File: src/design/imu_fp_pkg.sv
// shared types, constants and helpers for the imu frame parser
`default_nettype none

package imu_fp_pkg;

    // frame constants
    localparam logic [7:0] SYNC_BYTE    = 8'h55;
    localparam logic [7:0] KIND_ANGLE   = 8'h01;
    localparam logic [7:0] KIND_QUAT    = 8'h02;
    localparam logic [7:0] KIND_MOTION  = 8'h03;
    localparam int         PAYLOAD_KEEP = 12;
    localparam int         KEEP_W       = $clog2(PAYLOAD_KEEP);
    localparam int         POS_W        = 9;
    localparam int         WORD_W       = 16;

    // configuration register indexes
    localparam logic [1:0] CFG_ANGLE_POS  = 2'd0;
    localparam logic [1:0] CFG_QUAT_POS   = 2'd1;
    localparam logic [1:0] CFG_MOTION_POS = 2'd2;

    // reset values of the checksum positions
    localparam logic [POS_W-1:0] ANGLE_POS_RST  = 9'd10;
    localparam logic [POS_W-1:0] QUAT_POS_RST   = 9'd12;
    localparam logic [POS_W-1:0] MOTION_POS_RST = 9'd16;
    localparam logic [POS_W-1:0] POS_NONE       = 9'h1FF;

    typedef struct packed {
        logic [POS_W-1:0] angle_pos;
        logic [POS_W-1:0] quat_pos;
        logic [POS_W-1:0] motion_pos;
    } cfg_t;

    typedef struct packed {
        logic [1:0]               category;
        logic                     checksum_ok;
        logic signed [WORD_W-1:0] word0;
        logic signed [WORD_W-1:0] word1;
        logic signed [WORD_W-1:0] word2;
        logic signed [WORD_W-1:0] word3;
        logic signed [WORD_W-1:0] word4;
        logic signed [WORD_W-1:0] word5;
    } result_t;

    // checksum position for a frame type, none for unknown types
    function automatic logic [POS_W-1:0] check_pos(input cfg_t cfg, input logic [7:0] kind);
        logic [POS_W-1:0] pos;
        case (kind)
            KIND_ANGLE:  pos = cfg.angle_pos;
            KIND_QUAT:   pos = cfg.quat_pos;
            KIND_MOTION: pos = cfg.motion_pos;
            default:     pos = POS_NONE;
        endcase
        return pos;
    endfunction

endpackage

`default_nettype wire

File: src/design/imu_fp_parser.sv
// byte-level frame parser: sync hunt, header, checksum and payload store
`default_nettype none

module imu_fp_parser (
    input  wire logic              clk,
    input  wire logic              rst_n,
    input  wire logic              byte_take,
    input  wire logic [7:0]        rx_byte,
    input  wire imu_fp_pkg::cfg_t  cfg,
    output logic                   res_fire,
    output imu_fp_pkg::result_t    res
);

    localparam logic [2:0] PH_HUNT1 = 3'd0;
    localparam logic [2:0] PH_HUNT2 = 3'd1;
    localparam logic [2:0] PH_TYPE  = 3'd2;
    localparam logic [2:0] PH_LEN   = 3'd3;
    localparam logic [2:0] PH_BODY  = 3'd4;

    localparam int PW = imu_fp_pkg::POS_W;

    logic [2:0]    phase_reg, phase_next;
    logic [PW-1:0] index_reg, index_next;
    logic [7:0]    kind_reg, kind_next;
    logic [7:0]    len_reg, len_next;
    logic [7:0]    sum_reg, sum_next;
    logic [7:0]    cb_reg, cb_next;
    logic          seen_reg, seen_next;
    logic [7:0]    store_reg [imu_fp_pkg::PAYLOAD_KEEP];
    logic [7:0]    store_next [imu_fp_pkg::PAYLOAD_KEEP];

    logic [PW-1:0] pos;
    logic [PW-1:0] pay_idx;
    logic [PW-1:0] frame_end;
    logic [7:0]    s0, s1;
    logic          known;

    // checksum position follows the type byte while it arrives
    always_comb
    begin
        if (phase_reg == PH_TYPE)
            pos = imu_fp_pkg::check_pos(cfg, rx_byte);
        else
            pos = imu_fp_pkg::check_pos(cfg, kind_reg);
    end

    assign pay_idx   = index_reg - PW'(4);
    assign frame_end = PW'(len_reg) + PW'(4);
    assign s0        = (pos != PW'(0)) ? imu_fp_pkg::SYNC_BYTE : 8'd0;
    assign s1        = s0 + ((pos > PW'(1)) ? imu_fp_pkg::SYNC_BYTE : 8'd0);
    assign known     = (kind_reg == imu_fp_pkg::KIND_ANGLE) ||
                       (kind_reg == imu_fp_pkg::KIND_QUAT)  ||
                       (kind_reg == imu_fp_pkg::KIND_MOTION);

    // next state for one received byte
    always_comb
    begin
        phase_next = phase_reg;
        index_next = index_reg;
        kind_next  = kind_reg;
        len_next   = len_reg;
        sum_next   = sum_reg;
        cb_next    = cb_reg;
        seen_next  = seen_reg;
        store_next = store_reg;
        res_fire   = 1'b0;
        if (byte_take)
        begin
            case (phase_reg)
                PH_HUNT1:
                begin
                    if (rx_byte == imu_fp_pkg::SYNC_BYTE)
                        phase_next = PH_HUNT2;
                end
                PH_HUNT2:
                begin
                    phase_next = (rx_byte == imu_fp_pkg::SYNC_BYTE) ? PH_TYPE : PH_HUNT1;
                    index_next = PW'(2);
                end
                PH_TYPE:
                begin
                    // two sync bytes and the type byte go through the sum at once
                    kind_next = rx_byte;
                    for (int i = 0; i < imu_fp_pkg::PAYLOAD_KEEP; i++)
                        store_next[i] = 8'd0;
                    sum_next  = s1 + ((pos > PW'(2)) ? rx_byte : 8'd0);
                    seen_next = (pos <= PW'(2));
                    if (pos == PW'(2))
                        cb_next = rx_byte;
                    else if (pos < PW'(2))
                        cb_next = imu_fp_pkg::SYNC_BYTE;
                    else
                        cb_next = 8'd0;
                    index_next = PW'(3);
                    phase_next = PH_LEN;
                end
                PH_LEN:
                begin
                    len_next = rx_byte;
                    if (PW'(3) < pos)
                        sum_next = sum_reg + rx_byte;
                    else if (PW'(3) == pos)
                    begin
                        cb_next   = rx_byte;
                        seen_next = 1'b1;
                    end
                    index_next = PW'(4);
                    phase_next = PH_BODY;
                end
                PH_BODY:
                begin
                    // keep the first payload bytes
                    if ((pay_idx < PW'(len_reg)) &&
                        (pay_idx < PW'(imu_fp_pkg::PAYLOAD_KEEP)))
                        store_next[pay_idx[imu_fp_pkg::KEEP_W-1:0]] = rx_byte;
                    if (index_reg < pos)
                        sum_next = sum_reg + rx_byte;
                    else if (index_reg == pos)
                    begin
                        cb_next   = rx_byte;
                        seen_next = 1'b1;
                    end
                    if (index_reg < frame_end)
                        index_next = index_reg + PW'(1);
                    else
                    begin
                        phase_next = PH_HUNT1;
                        index_next = PW'(0);
                        res_fire   = known;
                    end
                end
                default:
                begin
                    phase_next = PH_HUNT1;
                end
            endcase
        end
    end

    // result assembled from the updated frame state
    always_comb
    begin
        res.category    = kind_reg[1:0];
        res.checksum_ok = seen_next && (cb_next == sum_next);
        res.word0       = {store_next[1], store_next[0]};
        res.word1       = {store_next[3], store_next[2]};
        res.word2       = {store_next[5], store_next[4]};
        res.word3       = (kind_reg == imu_fp_pkg::KIND_ANGLE) ? 16'sd0
                          : {store_next[7], store_next[6]};
        res.word4       = (kind_reg == imu_fp_pkg::KIND_MOTION)
                          ? {store_next[9], store_next[8]} : 16'sd0;
        res.word5       = (kind_reg == imu_fp_pkg::KIND_MOTION)
                          ? {store_next[11], store_next[10]} : 16'sd0;
    end

    // parser state registers
    always_ff @(posedge clk or negedge rst_n)
    begin
        if (!rst_n)
        begin
            phase_reg <= PH_HUNT1;
            index_reg <= '0;
            kind_reg  <= '0;
            len_reg   <= '0;
            sum_reg   <= '0;
            cb_reg    <= '0;
            seen_reg  <= 1'b0;
            for (int i = 0; i < imu_fp_pkg::PAYLOAD_KEEP; i++)
                store_reg[i] <= 8'd0;
        end
        else
        begin
            phase_reg <= phase_next;
            index_reg <= index_next;
            kind_reg  <= kind_next;
            len_reg   <= len_next;
            sum_reg   <= sum_next;
            cb_reg    <= cb_next;
            seen_reg  <= seen_next;
            store_reg <= store_next;
        end
    end

endmodule

`default_nettype wire

File: src/design/imu_frame_parser_top.sv
// top level of the imu frame parser: config registers, parser and result register
//
//   channel  direction  handshake            payload
//   in       request in in_valid / in_stall  rx_byte
//   out      request out out_valid/out_stall category, checksum_ok, word0..word5
//   cfg      write in   cfg_we               cfg_index, cfg_data
//
// one byte is taken per cycle while in_stall is low; the parser state updates in the same cycle
// a frame result appears in the result register the cycle after its last byte
// in_stall is high only while a result waits and out_stall is high
// reset returns to sync hunt and sets the checksum positions to 10, 12 and 16
`default_nettype none

module imu_frame_parser_top (
    input  wire logic                    clk,
    input  wire logic                    rst_n,
    input  wire logic                    in_valid,
    output logic                         in_stall,
    input  wire logic [7:0]              rx_byte,
    output logic                         out_valid,
    input  wire logic                    out_stall,
    output logic [1:0]                   category,
    output logic                         checksum_ok,
    output logic signed [15:0]           word0,
    output logic signed [15:0]           word1,
    output logic signed [15:0]           word2,
    output logic signed [15:0]           word3,
    output logic signed [15:0]           word4,
    output logic signed [15:0]           word5,
    input  wire logic                    cfg_we,
    input  wire logic [1:0]              cfg_index,
    input  wire logic [8:0]              cfg_data
);

    imu_fp_pkg::cfg_t    cfg_reg;
    imu_fp_pkg::result_t res;
    imu_fp_pkg::result_t res_reg;
    logic                res_fire;
    logic                byte_take;
    logic                out_valid_reg;

    // accept a byte unless a result is waiting and blocked
    assign in_stall  = out_valid_reg && out_stall;
    assign byte_take = in_valid && !in_stall;

    // configuration registers
    always_ff @(posedge clk or negedge rst_n)
    begin
        if (!rst_n)
        begin
            cfg_reg.angle_pos  <= imu_fp_pkg::ANGLE_POS_RST;
            cfg_reg.quat_pos   <= imu_fp_pkg::QUAT_POS_RST;
            cfg_reg.motion_pos <= imu_fp_pkg::MOTION_POS_RST;
        end
        else if (cfg_we)
        begin
            case (cfg_index)
                imu_fp_pkg::CFG_ANGLE_POS:  cfg_reg.angle_pos  <= cfg_data;
                imu_fp_pkg::CFG_QUAT_POS:   cfg_reg.quat_pos   <= cfg_data;
                imu_fp_pkg::CFG_MOTION_POS: cfg_reg.motion_pos <= cfg_data;
                default:                    ;
            endcase
        end
    end

    imu_fp_parser u_parser (
        .clk       (clk),
        .rst_n     (rst_n),
        .byte_take (byte_take),
        .rx_byte   (rx_byte),
        .cfg       (cfg_reg),
        .res_fire  (res_fire),
        .res       (res)
    );

    // result valid flag
    always_ff @(posedge clk or negedge rst_n)
    begin
        if (!rst_n)
            out_valid_reg <= 1'b0;
        else if (res_fire)
            out_valid_reg <= 1'b1;
        else if (!out_stall)
            out_valid_reg <= 1'b0;
    end

    // result payload
    always_ff @(posedge clk)
    begin
        if (res_fire)
            res_reg <= res;
    end

    assign out_valid   = out_valid_reg;
    assign category    = res_reg.category;
    assign checksum_ok = res_reg.checksum_ok;
    assign word0       = res_reg.word0;
    assign word1       = res_reg.word1;
    assign word2       = res_reg.word2;
    assign word3       = res_reg.word3;
    assign word4       = res_reg.word4;
    assign word5       = res_reg.word5;

endmodule

`default_nettype wire

File: config.mk
export PLATFORM = sky130hd
export DESIGN_NAME = imu_frame_parser_top
export DESIGN_NICKNAME = d
export VERILOG_FILES = /design/src/design/imu_fp_pkg.sv /design/src/design/imu_fp_parser.sv /design/src/design/imu_frame_parser_top.sv
export SDC_FILE = /design/constraint.sdc
export NUM_CORES = 1
export LEC_CHECK = 0
export BUFFER_PORTS_ARGS = -buffer_cell sky130_fd_sc_hd__buf_4
export CORE_ASPECT_RATIO = 1.1
export CORE_MARGIN = 2
export CORE_UTILIZATION = 56
export CTS_BUF_LIST = sky130_fd_sc_hd__clkbuf_4 sky130_fd_sc_hd__clkbuf_8
export DETAILED_ROUTE_END_ITERATION = 7
export HOLD_SLACK_MARGIN = 0.02
export PLACE_DENSITY_LB_ADDON = 0.05
export SKIP_LAST_GASP = 1
export SLEW_MARGIN = 20
export SYNTH_ARGS = -nofsm -noshare
export SYNTH_HDL_FRONTEND = slang
export SYNTH_SLANG_ARGS = --single-unit
File: constraint.sdc
create_clock -name clk -period 11.75 [get_ports clk]
set_clock_uncertainty 0.05 [all_clocks]
set_input_delay 2.35 -clock clk [delete_from_list [all_inputs] [get_ports clk]]
set_output_delay 2.35 -clock clk [all_outputs]
set_load 0.03 [all_outputs]
==> metrics.csv, run 1 <==
metric;value;unit
synth_area;13220;um^2
wl_per_cell;19.88;um
async_flop_share;63.06;%
drtIter0Drc;820;
cap_violations;0;
netlist_instances;1180;
outcome;completed;
grt_pass1_vias;9366;
grt_first_pass_wirelength;51350;um
ctsResizeCount;0;
numClockSinks;268;
synthMuxAreaShare;5.887;%
die_h;165.1;um
drt-pass1-iter-count;5;
cts_buffers;43;
via_count;9766;
crit_path_end_kind;register;
critPathMaxFanout;29;
yosysWarnings;0;
setup_viol;0;
wl_met2;15690;um
leakage;6.395;nW
cts_tree;done;
met3WireLength;2192;um
antenna_found_initial;0;
hold_path.class;reg2reg;
path_clk_slew;60;ps
fmaxAchievable;0.1537;GHz
final_cells;1636;
io_pins;125;
highest_layer;met4;
cp.required;11990;ps
synth_top_family_by_area;compound AO/OA/AOI/OAI gates;
rsz0062_at_grt;false;
postCtsSetupBuffers;0;
synthDistinctLibCells;77;
arrival;6740;ps
dp.cells;1556;
htree_levels;2;
core;23000;um^2
fin_total_pwr;1.987;mW
globalRouteOverflowTotal;0;
fin_crit_sh;55.38;%
gp_congestion;0.8943;
critical_path_class;in2reg;
antenna_cells;0;
setup_tns;0;ps
crit_family;simple AND/OR/NAND/NOR gates;
fin_crit;6507;ps
startpoint_type;input port;
largest_reg_flops;96;
cp_slowest_cell;nor3_1;
viasPerCell;5.969;
worst_slew_pin_slew;1166;ps
vdd_drop_max;0.1148;mV
die_w;150.5;um
wirelength;32520;um
num-nets-final;1373;
dieArea;24850;um^2
synth_area_per_cell;11.20;um^2
clockBufferDepth;3;
synth-xor-area-share;1.988;%
postRouteAntennaNets;0;
clk-insertion-delay-late;550;ps
cts-hold-fix-buffers;0;
wl_met1;14040;um
dp_hpwl;21910;um
slowest_delay;710;ps
syn2layout_area_growth;16.00;%
hold_viol;0;
grt_util_all_layers;26.43;%
synth_simple_gate_area_share;12.07;%
seq_area_frac_synth;54.53;%
p_per_area;129.6;nW/um^2
cp_num_buf_inv;2;
layout-drive-gt1-share;22.38;%
port_buffers;124;
cts_root_buf;clkbuf_8;
syn_nets;1252;
maxSlewHeadroom;22.27;%
synthAdderAreaFrac;4.827;%
drc_errors;0;
rows;58;
drv_slew;0;
synth_ff_type;dfrtp_1;
crit_chain;buf_4 > nand2b_1 > or3_1 > a21oi_1 > o22a_1 > o211ai_1 > nor3_1 > fa_1 > inv_1 > ha_1 > ha_1 > a21o_1 > a21oi_1 > nor2_1 > xor2_1 > and3_1 > o31ai_1 > nand2_1 > xor2_1 > nor3_2;
synth-edff-count;99;
grt_max_degree;101;
initial_core_util;57.46;%
synth-compound-area-share;17.46;%
ys_ff_latch;268;
[worst register-to-register path: cells and delay by family, from the launching register on]
| family | cells | cell delay, ps |
|---|---|---|
| buf+inv | 1 | 50 |
| xor+xnor | 2 | 340 |
| compound gates | 6 | 1150 |
| fa+ha+maj | 3 | 700 |
| flops | 1 | 500 |
| simple gates | 7 | 2030 |
[kinds of logic after synthesis]
group / Yosys count
AND/OR/NAND/NOR: 345
AO/OA/AOI/OAI: 315
flip-flops: 268
buffers and inverters: 103
multiplexers: 71
adder cells (fa/ha/maj): 48
XOR/XNOR: 30
[metrics by stage]
| stage | area (um^2) | setup slack (ps) | hold WS (ps) | utilization [%] |
|---|---|---|---|---|
| 3_3_place_gp | 14410 | 4919 | 414.5 | 62.63 |
| 5_1_grt | 15330 | 4885 | 452.5 | 66.65 |
| 6_report | 15330 | 5243 | 437.6 | 66.65 |
| 3_5_place_dp | 14410 | 4727 | 424.8 | 62.64 |
| 4_1_cts | 15330 | 5297 | 437.5 | 66.65 |
| 2_1_floorplan | 13230 | 2752 | 369.6 | - |
[final timing paths]
kind / from / endpoint / slack [ps] / cells past startpoint
hold / removal: u_parser.store_reg[40] / u_parser.store_reg[40] / 440 / 2
setup / recovery: rx_byte[0] / checksum_ok / 5240 / 20
min in group asynchronous: rst_n / u_parser.store_reg[84] / 1860 / 1
hold reg to reg: u_parser.store_reg[40] / u_parser.store_reg[40] / 440 / 2
setup reg to reg: u_parser.phase_reg[0] / checksum_ok / 6680 / 19
max in group asynchronous: rst_n / u_parser.store_reg[45] / 8310 / 2
[cell type report]
class	count	area [um^2]
multi-input cells	809	5618
well taps	300	375.4
clock inverters	19	140.1
clock buffers	61	783.3
fillers	1795	7671
repair buffers	142	1070
flip-flops and latches	268	7208
inverters	37	138.9
[metal layers]
| metal | up-vias | track usage, % |
|---|---|---|
| met2 | 359 | 43.37 |
| met3 | 43 | 4.478 |
| li1 | 4616 | - |
| met4 | 0 | 6.647 |
| met1 | 4748 | 36.89 |
| met5 | - | 0 |
[synthesized netlist by cell type, types with 19 or more instances]
| cell | n | area (um^2) |
|---|---|---|
| nor3_1 | 23 | 115.1 |
| edfxtp_1 | 99 | 2973 |
| a32o_1 | 36 | 360.4 |
| a22o_1 | 30 | 262.8 |
| clkbuf_1 | 50 | 187.7 |
| xnor2_1 | 19 | 166.4 |
| o21ai_0 | 58 | 290.3 |
| inv_1 | 36 | 135.1 |
| dfrtp_1 | 164 | 4104 |
| o2bb2ai_1 | 20 | 175.2 |
| nor2_1 | 53 | 198.9 |
| a21oi_1 | 61 | 305.3 |
| ha_1 | 43 | 538.0 |
| mux2_2 | 52 | 585.6 |
| nand3_1 | 25 | 125.1 |
| nand2_1 | 176 | 660.6 |
| a21o_1 | 21 | 157.7 |
[power by group]
| group | switching [mW] | internal, mW |
|---|---|---|
| clock | 0.368 | 0.476 |
| sequential | 0.0239 | 0.994 |
| combinational | 0.0712 | 0.0537 |
[cells in the final DEF, fill, tap and decap left out, types with 6 or more instances in the layout]
master and count:
nand3_1 25, clkbuf_8 52, a221o_1 6, a32o_1 36
buf_4 141, a211oi_1 12, nand2_1 176, a2bb2oi_1 6
inv_1 36, o21ai_0 58, and3_1 9, a22o_1 30
clkinv_2 6, nor3_1 23, xor2_1 11, or3_1 7
a21o_1 21, mux2_2 52, and2_1 12, ha_1 43
o2bb2ai_1 20, xnor2_1 19, edfxtp_1 99, clkbuf_4 9
nor2_1 51, mux2i_1 17, a21oi_1 61, a31oi_1 15
dfrtp_1 164, clkinv_1 9
(Power assumes the default switching activity.)
==> run 2: changes to the inputs <==
Clock period 11.75 ns to 5.6 ns, I/O delays scaled along.
==> metrics.csv, run 2 (same netlist as run 1, synthesis figures left out) <==
metric;value;unit
setup_tns;0;ps
combPwrFrac;6.5;%
rrSetupSlack;960;ps
cts-hold-fix-buffers;0;
drv_slew;0;
via_count;9897;
grt_util_all_layers;26.92;%
rsz0062_at_grt;false;
leakage;6.452;nW
io_pins;125;
p_per_area;267.9;nW/um^2
num-nets-final;1387;
grt_max_degree;170;
dieArea;24850;um^2
hold_path.class;reg2reg;
postRouteAntennaNets;0;
switchingPower;964.4;uW
largest_reg_flops;96;
fin_total_pwr;4.131;mW
fmaxAchievable;0.2005;GHz
cp_slowest_cell;nor3_1;
final_common_cell;nand2_1;
p_int;3.166;mW
grt_pass1_vias;9574;
globalRouteOverflowTotal;0;
die_h;165.1;um
fin_crit;4987;ps
wl_per_cell;19.98;um
numClockSinks;268;
syn2layout_area_growth;16.63;%
cts_buffers;44;
top_usage_layer;met2;
drtIter0Drc;675;
grt_first_pass_wirelength;51630;um
use_met1;36.38;%
postCtsSetupBuffers;0;
cp.required;5850;ps
clockBufferDepth;3;
clkPwrFrac;41.8;%
path_clk_slew;60;ps
met2_usage;44.17;%
crit_chain;buf_4 > nor3_1 > nand3_1 > a21oi_1 > o22a_1 > o211ai_1 > nor3_1 > buf_4 > fa_1 > inv_1 > ha_1 > ha_1 > a21o_1 > a21oi_1 > nor2_1 > xor2_1 > and3_1 > o31ai_1 > nand2_1 > xor2_1 > nor3_2;
startpoint_type;input port;
hold_viol;0;
fin_crit_sh;89.05;%
rows;58;
initial_core_util;57.46;%
core;23000;um^2
layout-drive-gt1-share;23.26;%
setup_viol;0;
crit_path_end_kind;register;
drc_errors;0;
drt-pass1-iter-count;5;
worst_slew_pin_slew;1069;ps
hold-worst-slack;438.0;ps
dp_hpwl;22200;um
slowest_delay;580;ps
layout_common_cells;nand2_1 (176), dfrtp_1 (164), buf_4 (153);
arrival;5230;ps
die_w;150.5;um
port_buffers;124;
ctsResizeCount;0;
critical_path_class;in2reg;
pwr-share-seq;51.7;%
clk-insertion-delay-late;550;ps
antenna_cells;0;
gp_congestion;0.9488;
wirelength;32960;um
antenna_found_initial;0;
cts_root_buf;clkbuf_8;
vdd_drop_max;0.1684;mV
critPathMaxFanout;11;
cts_tree;done;
viasPerCell;5.998;
cap_violations;0;
maxSlewHeadroom;28.74;%
use_met3;4.203;%
outcome;completed;
swShare;23.35;%
htree_levels;2;
-- run 2: changes by cell type in the layout (fill, tap and decap cells not counted), sizes merged --
cell	change
buf	+13
clkinv	-5
clkinvlp	+1
bufinv	-1
clkbuf	+6
-- run 2: layer usage --
| layer | vias to the layer above | share of wire (%) |
|---|---|---|
| li1 | 4649 | - |
| met4 | 0 | 3.0 |
| met3 | 67 | 6.2 |
| met5 | - | 0 |
| met1 | 4837 | 43 |
| met2 | 344 | 48 |
-- run 2: layout make-up --
class                           count  area, um^2
Sequential cell                   268        7208
Clock inverter                     14       93.84
Timing Repair Buffer              155        1180
Inverter                           37       138.9
Multi-Input combinational cell    809        5618
Fill cell                        1808        7587
Tap cell                          300       375.4
Clock buffer                       67       803.3
-- run 2: final timing paths --
path	startpoint	endpoint	cells past startpoint
max	rx_byte[4]	checksum_ok	21
min	u_parser.store_reg[36]	u_parser.store_reg[36]	2
max reg2reg	u_parser.phase_reg[0]	checksum_ok	18
min reg2reg	u_parser.store_reg[36]	u_parser.store_reg[36]	2
max in group asynchronous	rst_n	u_parser.store_reg[22]	2
min in group asynchronous	rst_n	cfg_reg[2]	2
-- run 2: power groups by stage --
stage,clock network [mW],registers (mW),logic (mW)
finish,1.72,2.14,0.269
floorplan,0,2.15,0.177
global route,1.84,2.14,0.299
detailed placement,0,2.17,0.270
global placement,0,2.17,0.264
CTS,1.75,2.14,0.272
-- run 2: metrics by stage --
step	instances	setup WS (ps)	area [um^2]	utilization, %
6_report	1650	613.3	15420	67.02
5_1_grt	1650	371.5	15420	67.02
4_1_cts	1650	650.5	15420	67.02
3_5_place_dp	1569	95.80	14520	63.12
3_3_place_gp	1569	206.3	14520	63.11
2_1_floorplan	1180	243.9	13230	-
-- run 2: worst max-delay path, delay by kind of cell --
kind | cells | cell delay, ps
adder cells (fa/ha/maj) | 3 | 570
AND/OR/NAND/NOR | 7 | 1690
buffers and inverters | 3 | 330
AO/OA/AOI/OAI | 6 | 1170
XOR/XNOR | 2 | 340
==> run 3: changes to the inputs <==
Settings changed: CELL_PAD_IN_SITES_DETAIL_PLACEMENT set to 0, CELL_PAD_IN_SITES_GLOBAL_PLACEMENT set to 2, CORE_ASPECT_RATIO 1.1 to not set, CORE_UTILIZATION 56 to 37.
==> metrics.csv, run 3 (same netlist as run 1, synthesis figures left out) <==
metric;value;unit
outcome;completed;
io_pins;125;
fin_total_pwr;4.382;mW
p_per_area;276.3;nW/um^2
largest_reg_flops;96;
critPathMaxFanout;5;
clk-insertion-delay-late;610;ps
nFillCells;3398;
rsz0062_at_grt;false;
dieArea;37250;um^2
clkPwrFrac;44.8;%
leakage;6.601;nW
cts_buffers;47;
wl_per_cell;21.58;um
cts_root_buf;clkbuf_8;
grt_first_pass_wirelength;61400;um
fmaxAchievable;0.1965;GHz
ctsResizeCount;0;
cts_tree;done;
postRouteAntennaNets;0;
num-nets-final;1405;
antenna_found_initial;0;
multi_input_area;5620;um^2
arrival;5500;ps
critical_path_class;reg2reg;
drt-pass1-iter-count;5;
die_h;193.0;um
drtIter0Drc;774;
numClockSinks;268;
drv_slew;0;
antenna_cells;0;
fin_crit;5089;ps
startpoint_type;register;
p_int;3.346;mW
seq_area;7208;um^2
htree_levels;2;
hold_viol;0;
grt_pass1_vias;9950;
final_common_cell;nand2_1;
pwr-share-seq;48.8;%
via_count;9901;
cp.required;6010;ps
viasPerCell;5.404;
layout-drive-gt1-share;24.80;%
layout_common_cells;nand2_1 (176), buf_4 (169), dfrtp_1 (164);
hold_path.class;reg2reg;
vdd_drop_max;0.1590;mV
initial_core_util;37.35;%
final_cells;1832;
grt_max_degree;88;
dp.cells;1745;
combPwrFrac;6.4;%
setup_viol;0;
cap_violations;0;
swShare;23.65;%
drc_errors;0;
port_buffers;124;
postCtsSetupBuffers;0;
crit_path_end_kind;register;
maxSlewHeadroom;32.56;%
dp_hpwl;27300;um
rows;69;
path_clk_slew;60;ps
setup_tns;0;ps
fin_crit_sh;90.87;%
grt_util_all_layers;21.90;%
core;35400;um^2
gp_congestion;0.8132;
die_w;193.0;um
syn2layout_area_growth;20.00;%
cts-hold-fix-buffers;0;
wirelength;39540;um
worst_slew_pin_slew;1012;ps
switchingPower;1.036;mW
clockBufferDepth;3;
globalRouteOverflowTotal;0;
run 3: changes by cell type in the layout (fill, tap and decap cells not counted), sizes merged:
cell,before,now
clkinvlp,2,1
clkinv,10,3
buf,155,170
clkbuf,67,81
run 3: power by group through the flow:
| stage | combinational [mW] | clock (mW) | sequential, mW |
|---|---|---|---|
| 2_1_floorplan | 0.177 | 0 | 2.15 |
| 5_1_grt | 0.313 | 2.12 | 2.15 |
| 3_5_place_dp | 0.283 | 0 | 2.18 |
| 4_1_cts | 0.285 | 2.02 | 2.14 |
| 3_3_place_gp | 0.280 | 0 | 2.18 |
| 6_report | 0.281 | 1.96 | 2.14 |
run 3: stage by stage:
step / hold WS, ps / setup slack [ps] / util [%] / area, um^2
6_report: 437.5 / 511.1 / 44.81 / 15860
3_3_place_gp: 417.6 / 302.0 / 41.87 / 14820
5_1_grt: 454.5 / 273.8 / 44.81 / 15860
4_1_cts: 440.1 / 594.8 / 44.81 / 15860
2_1_floorplan: 369.6 / 243.9 / - / 13230
3_5_place_dp: 424.5 / 189.2 / 41.88 / 14820
run 3: area by class of cell:
cell class                      count  share of cell area (%)
Sequential cell                   268                   45.44
Clock buffer                       81                   6.160
Inverter                           37                  0.8755
Clock inverter                      6                  0.3865
Timing Repair Buffer              170                   8.069
Multi-Input combinational cell    809                   35.43
Tap cell                          461                   3.636
run 3: worst paths after layout:
path | from | end | slack, ps | depth (start not counted)
max | u_parser.kind_reg[3] | checksum_ok | 510 | 16
min | u_parser.store_reg[47] | u_parser.store_reg[47] | 440 | 2
max reg2reg | u_parser.kind_reg[3] | checksum_ok | 510 | 16
min reg2reg | u_parser.store_reg[47] | u_parser.store_reg[47] | 440 | 2
max in group asynchronous | rst_n | u_parser.store_reg[73] | 3820 | 2
min in group asynchronous | rst_n | u_parser.store_reg[94] | 520 | 1
run 3: critical path, cell delays in order (launching register included):
cell and delay [ps]:
dfrtp_1 390, nor4_2 520, nand2_1 200, nor3_1 780, inv_1 100, o22ai_1 300
ha_1 180, nand3_1 100, or3_1 340, a311oi_1 290, mux2i_1 250, or2_2 340
o21ai_0 290, a32o_1 310, xnor2_1 130, o2111ai_1 160, nor3_2 200
run 3: routing by layer:
metal	part of all wire [%]	global-route usage, %
met1	49	32.39
met2	44	32.95
met3	5.2	3.421
met4	2.3	6.993
met5	0	0
